File: src/rtl/delimited_uint_list_parser_core_assert.svh
// Assertion macros for the parser RTL.
// Each macro expects signals named clock and reset in the including scope.
`ifndef DELIMITED_UINT_LIST_PARSER_CORE_ASSERT_SVH
`define DELIMITED_UINT_LIST_PARSER_CORE_ASSERT_SVH

// Consequent must hold in the same cycle as the antecedent.
`define DULP_ASSERT_SAME(label, ante, cons) \
   label: assert property (@(posedge clock) disable iff (reset) (ante) |-> (cons)) \
      else $error("parser check failed: same-cycle implication");

// Consequent must hold in the cycle after the antecedent.
`define DULP_ASSERT_NEXT(label, ante, cons) \
   label: assert property (@(posedge clock) disable iff (reset) (ante) |=> (cons)) \
      else $error("parser check failed: next-cycle implication");

`endif

File: src/rtl/dulp_pkg.sv
package dulp_pkg;

   // Delimiter register file.
   localparam int DELIM_REGS     = 4;
   localparam int MAX_DELIMITERS = 4;
   localparam int CHAR_W         = 8;
   localparam int VALUE_W        = 32;
   localparam int COUNT_W        = 3;
   localparam int CSR_ADDR_W     = 5;
   localparam int CSR_DATA_W     = 32;

   // Reset values of the configuration registers.
   localparam logic [COUNT_W-1:0] DELIM_COUNT_RST = 3'd2;
   localparam logic [CHAR_W-1:0]  DELIM_A_RST     = 8'd44;
   localparam logic [CHAR_W-1:0]  DELIM_B_RST     = 8'd59;
   localparam logic [CHAR_W-1:0]  DELIM_C_RST     = 8'd0;
   localparam logic [CHAR_W-1:0]  DELIM_D_RST     = 8'd0;

   // Character codes.
   localparam logic [CHAR_W-1:0] CH_SPACE = 8'd32;
   localparam logic [CHAR_W-1:0] CH_TAB   = 8'd9;
   localparam logic [CHAR_W-1:0] CH_LF    = 8'd10;
   localparam logic [CHAR_W-1:0] CH_CR    = 8'd13;
   localparam logic [CHAR_W-1:0] CH_ZERO  = 8'd48;
   localparam logic [CHAR_W-1:0] CH_NINE  = 8'd57;

   typedef enum logic [1:0] {
      PH_SKIP   = 2'd0,
      PH_DIGITS = 2'd1,
      PH_TRAIL  = 2'd2,
      PH_DROP   = 2'd3
   } phase_type;

   typedef enum logic [2:0] {
      REG_DELIM_COUNT = 3'd0,
      REG_DELIM_A     = 3'd1,
      REG_DELIM_B     = 3'd2,
      REG_DELIM_C     = 3'd3,
      REG_DELIM_D     = 3'd4
   } csr_index_type;

   function automatic logic is_blank(input logic [CHAR_W-1:0] c);
      return (c == CH_SPACE) || (c == CH_TAB) || (c == CH_LF) || (c == CH_CR);
   endfunction

   function automatic logic is_digit(input logic [CHAR_W-1:0] c);
      return (c >= CH_ZERO) && (c <= CH_NINE);
   endfunction

endpackage

File: src/rtl/delimited_uint_list_parser_core.sv
// Channel   Direction  Handshake               Payload
// req       in         req_valid / req_ready   req_char_code[7:0], req_is_end
// rsp       out        rsp_valid / rsp_ready   rsp_number_value[31:0]
// csr       in/out     APB-style, pready = 1   csr_paddr[4:0], csr_pwdata, csr_prdata
//
// From acceptance to its result, a word passes the input register and then
// the result register. A new word is accepted every cycle while the result
// side keeps up; the per-word step (delimiter match, digit test and one
// multiply-by-ten add) is combinational logic on the scan state.
// Reset is synchronous and active high; it clears the scan state, both valid
// flags and the configuration registers to their defaults.
// A stalled result holds the result register and, in turn, the input register;
// req_ready drops only when both are full and the result is not being taken.

`include "delimited_uint_list_parser_core_assert.svh"

module delimited_uint_list_parser_core (
   input  logic                                 clock,
   input  logic                                 reset,
   // Input character stream.
   input  logic                                 req_valid,
   output logic                                 req_ready,
   input  logic [dulp_pkg::CHAR_W-1:0]          req_char_code,
   input  logic                                 req_is_end,
   // Parsed numbers.
   output logic                                 rsp_valid,
   input  logic                                 rsp_ready,
   output logic [dulp_pkg::VALUE_W-1:0]         rsp_number_value,
   // Configuration port.
   input  logic                                 csr_psel,
   input  logic                                 csr_penable,
   input  logic                                 csr_pwrite,
   input  logic [dulp_pkg::CSR_ADDR_W-1:0]      csr_paddr,
   input  logic [dulp_pkg::CSR_DATA_W-1:0]      csr_pwdata,
   output logic [dulp_pkg::CSR_DATA_W-1:0]      csr_prdata,
   output logic                                 csr_pready
);

   // ------------------------------------------------------------------
   // Configuration registers.
   // ------------------------------------------------------------------
   logic [dulp_pkg::COUNT_W-1:0] delim_count_ff;
   logic [dulp_pkg::CHAR_W-1:0]  delim_ff [dulp_pkg::DELIM_REGS];
   logic                         csr_write;
   dulp_pkg::csr_index_type      csr_index;

   assign csr_pready = 1'b1;
   assign csr_write  = csr_psel & csr_penable & csr_pwrite & csr_pready;
   // Registers sit on word addresses, so the index is the address above the
   // byte offset.
   assign csr_index  = dulp_pkg::csr_index_type'(csr_paddr[dulp_pkg::CSR_ADDR_W-1:2]);

   always_ff @(posedge clock) begin
      if (reset) begin
         delim_count_ff <= dulp_pkg::DELIM_COUNT_RST;
         delim_ff[0]    <= dulp_pkg::DELIM_A_RST;
         delim_ff[1]    <= dulp_pkg::DELIM_B_RST;
         delim_ff[2]    <= dulp_pkg::DELIM_C_RST;
         delim_ff[3]    <= dulp_pkg::DELIM_D_RST;
      end else if (csr_write) begin
         unique case (csr_index)
            dulp_pkg::REG_DELIM_COUNT: begin
               delim_count_ff <= csr_pwdata[dulp_pkg::COUNT_W-1:0];
            end
            dulp_pkg::REG_DELIM_A: begin
               delim_ff[0] <= csr_pwdata[dulp_pkg::CHAR_W-1:0];
            end
            dulp_pkg::REG_DELIM_B: begin
               delim_ff[1] <= csr_pwdata[dulp_pkg::CHAR_W-1:0];
            end
            dulp_pkg::REG_DELIM_C: begin
               delim_ff[2] <= csr_pwdata[dulp_pkg::CHAR_W-1:0];
            end
            dulp_pkg::REG_DELIM_D: begin
               delim_ff[3] <= csr_pwdata[dulp_pkg::CHAR_W-1:0];
            end
            default: begin
               // Addresses past the register list are ignored.
            end
         endcase
      end
   end

   // Reads are combinational; pready is always high.
   always_comb begin
      unique case (csr_index)
         dulp_pkg::REG_DELIM_COUNT: begin
            csr_prdata = {{(dulp_pkg::CSR_DATA_W-dulp_pkg::COUNT_W){1'b0}}, delim_count_ff};
         end
         dulp_pkg::REG_DELIM_A: begin
            csr_prdata = {{(dulp_pkg::CSR_DATA_W-dulp_pkg::CHAR_W){1'b0}}, delim_ff[0]};
         end
         dulp_pkg::REG_DELIM_B: begin
            csr_prdata = {{(dulp_pkg::CSR_DATA_W-dulp_pkg::CHAR_W){1'b0}}, delim_ff[1]};
         end
         dulp_pkg::REG_DELIM_C: begin
            csr_prdata = {{(dulp_pkg::CSR_DATA_W-dulp_pkg::CHAR_W){1'b0}}, delim_ff[2]};
         end
         dulp_pkg::REG_DELIM_D: begin
            csr_prdata = {{(dulp_pkg::CSR_DATA_W-dulp_pkg::CHAR_W){1'b0}}, delim_ff[3]};
         end
         default: begin
            csr_prdata = '0;
         end
      endcase
   end

   // ------------------------------------------------------------------
   // Input register. It holds one word until the scan stage takes it.
   // ------------------------------------------------------------------
   logic                         in_valid_ff;
   logic                         in_valid_in;
   logic [dulp_pkg::CHAR_W-1:0]  in_char_ff;
   logic                         in_end_ff;
   logic                         advance;
   logic                         req_take;

   // The scan stage consumes a word whenever the result register is empty or
   // is being emptied in this same cycle.
   assign advance   = in_valid_ff & (~rsp_valid | rsp_ready);
   assign req_ready = ~in_valid_ff | advance;
   assign req_take  = req_valid & req_ready;

   always_comb begin
      in_valid_in = in_valid_ff;
      if (req_take) begin
         in_valid_in = 1'b1;
      end else if (advance) begin
         in_valid_in = 1'b0;
      end
   end

   always_ff @(posedge clock) begin
      if (reset) begin
         in_valid_ff <= 1'b0;
      end else begin
         in_valid_ff <= in_valid_in;
      end
   end

   always_ff @(posedge clock) begin
      if (req_take) begin
         in_char_ff <= req_char_code;
         in_end_ff  <= req_is_end;
      end
   end

   // ------------------------------------------------------------------
   // Delimiter match. A register takes part when its slot number is below
   // both the programmed count and the build limit; larger counts saturate.
   // ------------------------------------------------------------------
   logic [dulp_pkg::DELIM_REGS-1:0] delim_hit;
   logic                            is_delim;

   always_comb begin
      for (int i = 0; i < dulp_pkg::DELIM_REGS; i++) begin
         delim_hit[i] = (i < dulp_pkg::MAX_DELIMITERS)
                        && ({1'b0, delim_count_ff} > 4'(i))
                        && (delim_ff[i] == in_char_ff);
      end
   end

   assign is_delim = |delim_hit;

   // ------------------------------------------------------------------
   // Scan state machine and accumulator.
   // ------------------------------------------------------------------
   dulp_pkg::phase_type                phase_ff;
   dulp_pkg::phase_type                phase_in;
   logic [dulp_pkg::VALUE_W-1:0]       acc_ff;
   logic [dulp_pkg::VALUE_W-1:0]       acc_in;
   logic [dulp_pkg::VALUE_W+3:0]       acc_times_ten;
   logic [3:0]                         digit_value;
   logic                               token_end;
   logic                               pending;
   logic                               emit;

   // acc * 10 + digit, four bits wider so that overflow shows in the top bits.
   assign digit_value   = 4'(in_char_ff - dulp_pkg::CH_ZERO);
   assign acc_times_ten = {1'b0, acc_ff, 3'b000} + {3'b000, acc_ff, 1'b0}
                          + {{dulp_pkg::VALUE_W{1'b0}}, digit_value};

   // A delimiter wins over every other test; the end marker ignores the byte.
   assign token_end = in_end_ff | is_delim;
   assign pending   = (phase_ff == dulp_pkg::PH_DIGITS) | (phase_ff == dulp_pkg::PH_TRAIL);
   assign emit      = advance & token_end & pending;

   always_comb begin
      phase_in = phase_ff;
      acc_in   = acc_ff;
      if (advance) begin
         priority if (token_end) begin
            phase_in = dulp_pkg::PH_SKIP;
            acc_in   = '0;
         end else begin
            unique case (phase_ff)
               dulp_pkg::PH_SKIP: begin
                  if (dulp_pkg::is_digit(in_char_ff)) begin
                     phase_in = dulp_pkg::PH_DIGITS;
                     acc_in   = {{(dulp_pkg::VALUE_W-4){1'b0}}, digit_value};
                  end else if (!dulp_pkg::is_blank(in_char_ff)) begin
                     phase_in = dulp_pkg::PH_DROP;
                  end
               end
               dulp_pkg::PH_DIGITS: begin
                  if (dulp_pkg::is_digit(in_char_ff)) begin
                     if (|acc_times_ten[dulp_pkg::VALUE_W+3:dulp_pkg::VALUE_W]) begin
                        // The value no longer fits; the whole token is dropped.
                        phase_in = dulp_pkg::PH_DROP;
                        acc_in   = '0;
                     end else begin
                        acc_in = acc_times_ten[dulp_pkg::VALUE_W-1:0];
                     end
                  end else begin
                     // Text after the leading digits is ignored.
                     phase_in = dulp_pkg::PH_TRAIL;
                  end
               end
               dulp_pkg::PH_TRAIL, dulp_pkg::PH_DROP: begin
                  // Wait for the next delimiter or the end of text.
               end
               default: begin
                  phase_in = dulp_pkg::PH_SKIP;
               end
            endcase
         end
      end
   end

   always_ff @(posedge clock) begin
      if (reset) begin
         phase_ff <= dulp_pkg::PH_SKIP;
         acc_ff   <= '0;
      end else begin
         phase_ff <= phase_in;
         acc_ff   <= acc_in;
      end
   end

   // ------------------------------------------------------------------
   // Result register.
   // ------------------------------------------------------------------
   logic                         rsp_valid_ff;
   logic                         rsp_valid_in;
   logic [dulp_pkg::VALUE_W-1:0] rsp_value_ff;

   always_comb begin
      rsp_valid_in = rsp_valid_ff;
      if (emit) begin
         rsp_valid_in = 1'b1;
      end else if (rsp_ready) begin
         rsp_valid_in = 1'b0;
      end
   end

   always_ff @(posedge clock) begin
      if (reset) begin
         rsp_valid_ff <= 1'b0;
      end else begin
         rsp_valid_ff <= rsp_valid_in;
      end
   end

   always_ff @(posedge clock) begin
      if (emit) begin
         rsp_value_ff <= acc_ff;
      end
   end

   assign rsp_valid        = rsp_valid_ff;
   assign rsp_number_value = rsp_value_ff;

   // ------------------------------------------------------------------
   // Checks.
   // ------------------------------------------------------------------
   // The end marker always leaves the scanner clean for the next text.
   `DULP_ASSERT_NEXT(a_end_clears_scan, advance && in_end_ff,
                     phase_ff == dulp_pkg::PH_SKIP && acc_ff == '0)
   // Outside a token the accumulator never carries a stale value.
   `DULP_ASSERT_SAME(a_idle_acc_zero,
                     phase_ff == dulp_pkg::PH_SKIP || phase_ff == dulp_pkg::PH_DROP,
                     acc_ff == '0)
   // A new result appears only right after the scan stage took a word.
   `DULP_ASSERT_SAME(a_result_from_scan, $rose(rsp_valid_ff), $past(advance))

endmodule

File: config.mk
export PLATFORM = sky130hd
export DESIGN_NAME = delimited_uint_list_parser_core
export DESIGN_NICKNAME = d
export VERILOG_FILES = /design/src/rtl/dulp_pkg.sv /design/src/rtl/delimited_uint_list_parser_core.sv
export VERILOG_INCLUDE_DIRS = /design/src /design/src/rtl
export SDC_FILE = /design/constraint.sdc
export NUM_CORES = 1
export LEC_CHECK = 0
export BUFFER_PORTS_ARGS = -buffer_cell sky130_fd_sc_hd__buf_2
export CAP_MARGIN = 20
export CORE_MARGIN = 3
export CORE_UTILIZATION = 57
export DETAILED_ROUTE_END_ITERATION = 16
export GPL_ROUTABILITY_DRIVEN = 1
export PLACE_DENSITY = 0.81
export SYNTH_ARGS = -nofsm -noshare
export SYNTH_HDL_FRONTEND = slang
export SYNTH_SLANG_ARGS = --single-unit
File: constraint.sdc
create_clock -name clock -period 4.3 [get_ports clock]
set_input_delay 1.075 -clock clock [delete_from_list [all_inputs] [get_ports clock]]
set_output_delay 1.075 -clock clock [all_outputs]
set_load 0.01 [all_outputs]
==> results_dict.tcl <==
set metrics [dict create \
    outcome "finished, final reports clean" \
    slew_violations 0 \
    slowest_stage "fa_1" \
    fin_area_sq_um 7860 \
    cts_max_path_buffers 2 \
    crit_chain "inv_1, fa_1, inv_1, ha_1, a211oi_1, o211ai_1, nand4_1, nand3_1, a211o_1, and3_1, nor4_4, and3_1, a22o_1" \
    yosys_warnings 0 \
    final_common_cell "edfxtp_1" \
    combPwrFrac_pct 7.4 \
    cp_num_buf_inv 2 \
    cp.required_ps 4620 \
    crit_end "acc_ff[31]" \
    r2r_slack_ps 360 \
    pre_cts_ws_ps 338 \
    diodes 0 \
    core_sq_um 12200 \
    reg2reg_depth 13 \
    final_cell_mix "73 x edfxtp_1, 68 x buf_2, 65 x nand2_1, 65 x ha_1" \
    routed_wl_um 15400 \
    synth_ff_type "edfxtp_1" \
    nets 888 \
    syn2layout_area_growth_pct 9.22 \
    seq_power_share_pct 53.9 \
    syn-cell-area_sq_um 7190 \
    fin_worst_skew_ps 14.4 \
    relSlewSlack_pct 33.3 \
    cts_buffers 9 \
    min_period_ps 3940 \
    syn-instance-count 716 \
    multi_input_area_sq_um 3890 \
    path_delay_family "simple AND/OR/NAND/NOR gates" \
    finalSetupViolations 0 \
    finalSetupTns_ps 0 \
    cts_tree "done" \
    hold_class "reg2reg" \
    drive_gt1_share_pct 17.6 \
    place_area_sq_um 7540 \
    post-route-worst-setup-slack_ps 356 \
    rows 40 \
    vias 5509 \
    synthTopCellsByArea "edfxtp_1 30%, ha_1 11%, dfxtp_1 11%" \
    final_hold_viol_count 0 \
    dp.cells 924 \
    start_util_pct 59.1 \
    critPathLaunchType "flop" \
    drc_errors 0 \
    reg2reg_to "acc_ff[31]" \
    grt_pass1_wl_um 25500 \
    overflow 0 \
    place.gp.congestion 0.907 \
    p_int_mw 1.65 \
    cap_violations 0 \
    async_reset_ff_share_pct 0 \
    avgSynthCellArea_sq_um 10.0 \
    drt_first_pass_iters 5 \
    wire_per_inst_um 16.4 \
    fill_cells 972 \
    cp-end-kind "flop" \
    arrival_ps 4270 \
    power_frac_clock_pct 38.7 \
    h-tree-depth 3 \
    drtAntennaViolNets 0 \
    die_area_sq_um 14000 \
    tightest_slew_ps 999 \
    slowest_delay_ps 590 \
    p_leak_nw 3.30 \
    critPathLaunch "acc_ff[0]" \
    stdcell_count 941 \
    hold_start "acc_ff[2]" \
    path_depth 13 \
    routed_via_density 5.85 \
    fmax_mhz 254 \
    antenna_found_initial 0 \
    dp_hpwl_um 12000 \
    insertion_delay_ps 370 \
    die_h_um 118 \
    p_switching_mw 0.569 \
    register_area_sq_um 2970 \
    vdd_drop_max_mv 0.279 \
    fp.dieW_um 118 \
    synthDistinctLibCells 69 \
    switching_share_pct 25.6 \
    synth-seq-cells 112 \
    io_pins 120 \
    clkSinkCount 112 \
    rsz0062_at_grt "false" \
    cts_root_buf "clkbuf_16" \
    cp_max_fo 7 \
    synth_top_area_cell "edfxtp_1" \
    grt_max_degree 33 \
    clkTransAtPathRegs_ps 80 \
    powerDensity_nw_per_um2 282 \
    drt_iter0_drc 381 \
    path_class "reg2reg" \
    period_share_pct 91.7 \
    ys_seq_area_share_pct 41.3 \
    netlist.area_leader.share_pct 30.5 \
    port_buffers 68 \
    synth_edf_count 73 \
    grt_pass1_vias 5424 \
    r2r_start "acc_ff[0]" \
    track_usage_pct 22.4 \
]
==> metal layers <==
metal / vias up / share of wire [%] / global-route usage (%)
met2: 178 / 50 / 38.8
met1: 2636 / 42 / 26.7
met5: - / 0 / 0
li1: 2660 / - / -
met4: 0 / 2.9 / 8.86
met3: 35 / 5.4 / 5.41
==> worst register-to-register path, delay by kind of cell, from the launching register on <==
family / cells / cell delay (ps)
adders and majority gates: 2 / 900
and+or+nand+nor: 5 / 1410
DFF: 1 / 400
AOI/OAI and AO/OA: 4 / 1050
buffers and inverters: 2 / 140
==> logic make-up after synthesis <==
| kind of cell | share of synthesized area [%] |
|---|---|
| DFF | 41.3 |
| xor gates and xnor gates | 7.31 |
| and+or+nand+nor | 14.9 |
| AOI/OAI and AO/OA | 16.5 |
| buffers and inverters | 5.93 |
| adders and majority gates | 11.9 |
| muxes | 2.05 |
| other | 0.104 |
==> registers in the layout, indices dropped and copies added, names as in the netlist <==
register          flops
acc_ff               32
delim_ff             32
rsp_number_value     32
in_char_ff            8
delim_count_ff        3
phase_ff              2
in_end_ff             1
in_valid_ff           1
rsp_valid             1
==> area by class of cell <==
| class | instances | area share (%) |
|---|---|---|
| Sequential cell | 112 | 37.8 |
| Tap cell | 168 | 2.68 |
| Clock inverter | 7 | 0.971 |
| Inverter | 22 | 1.05 |
| Clock buffer | 9 | 2.87 |
| Timing Repair Buffer | 76 | 5.10 |
| Multi-Input combinational cell | 547 | 49.5 |
==> through the flow <==
stage	utilization [%]	hold slack [ps]	total power, mW
floorplan	-	437	1.34
global placement	62.0	478	1.37
detailed placement	62.0	457	1.38
CTS	64.5	478	2.22
global route	64.6	495	2.29
finish	64.6	478	2.22
==> how the worst min path moves through the flow <==
stage | endpoint | slack, ps | cells after the start
final | rsp_number_value[2] | 480 | 0
after detailed placement | rsp_number_value[2] | 460 | 0
after global placement | phase_ff[0] | 480 | 1
after CTS | rsp_number_value[2] | 480 | 0
after global routing | rsp_number_value[2] | 500 | 0
after floorplan | rsp_number_value[2] | 440 | 0
==> power groups by stage <==
stage	Clock, mW	Sequential, mW	Combinational [mW]
finish	0.858	1.20	0.165
floorplan	0	1.21	0.132
detailed placement	0	1.22	0.163
global route	0.911	1.20	0.181
global placement	0	1.22	0.157
CTS	0.863	1.20	0.163
==> Yosys cell counts (3+ instances only) <==
cell type   n
nor2_1     31
nand2b_1   12
nor4_1      9
ha_1       65
o31ai_1     4
dfxtp_1    39
xor2_1     38
xnor2_1    22
clkbuf_1   20
a21oi_2     3
a21boi_0    3
o21ai_2    19
a31oi_1     7
o211ai_1    5
nand3_1    13
and2_1     26
nand4_1    11
a21oi_1    39
mux2i_1     8
inv_1      22
or3_1       4
and3_1      4
nand2_1    65
mux2_2      6
a41oi_1     4
nor3_1     11
nor2b_1     9
o21a_1      6
a21o_1      6
o22ai_1     3
buf_2       7
a22oi_1     5
edfxtp_1   73
nor3b_1     3
a211oi_1    5
o21ai_1     3
buf_4      27
o21ai_0    34
a22o_1      5
==> repair_timing <==
action,CTS,global route
gates resized for setup,0,1
endpoints found under the setup margin,0,8
hold buffers,0,0
buffers inserted,0,1
endpoints found under the hold margin,0,0
Power figures use the tool's default switching activity.
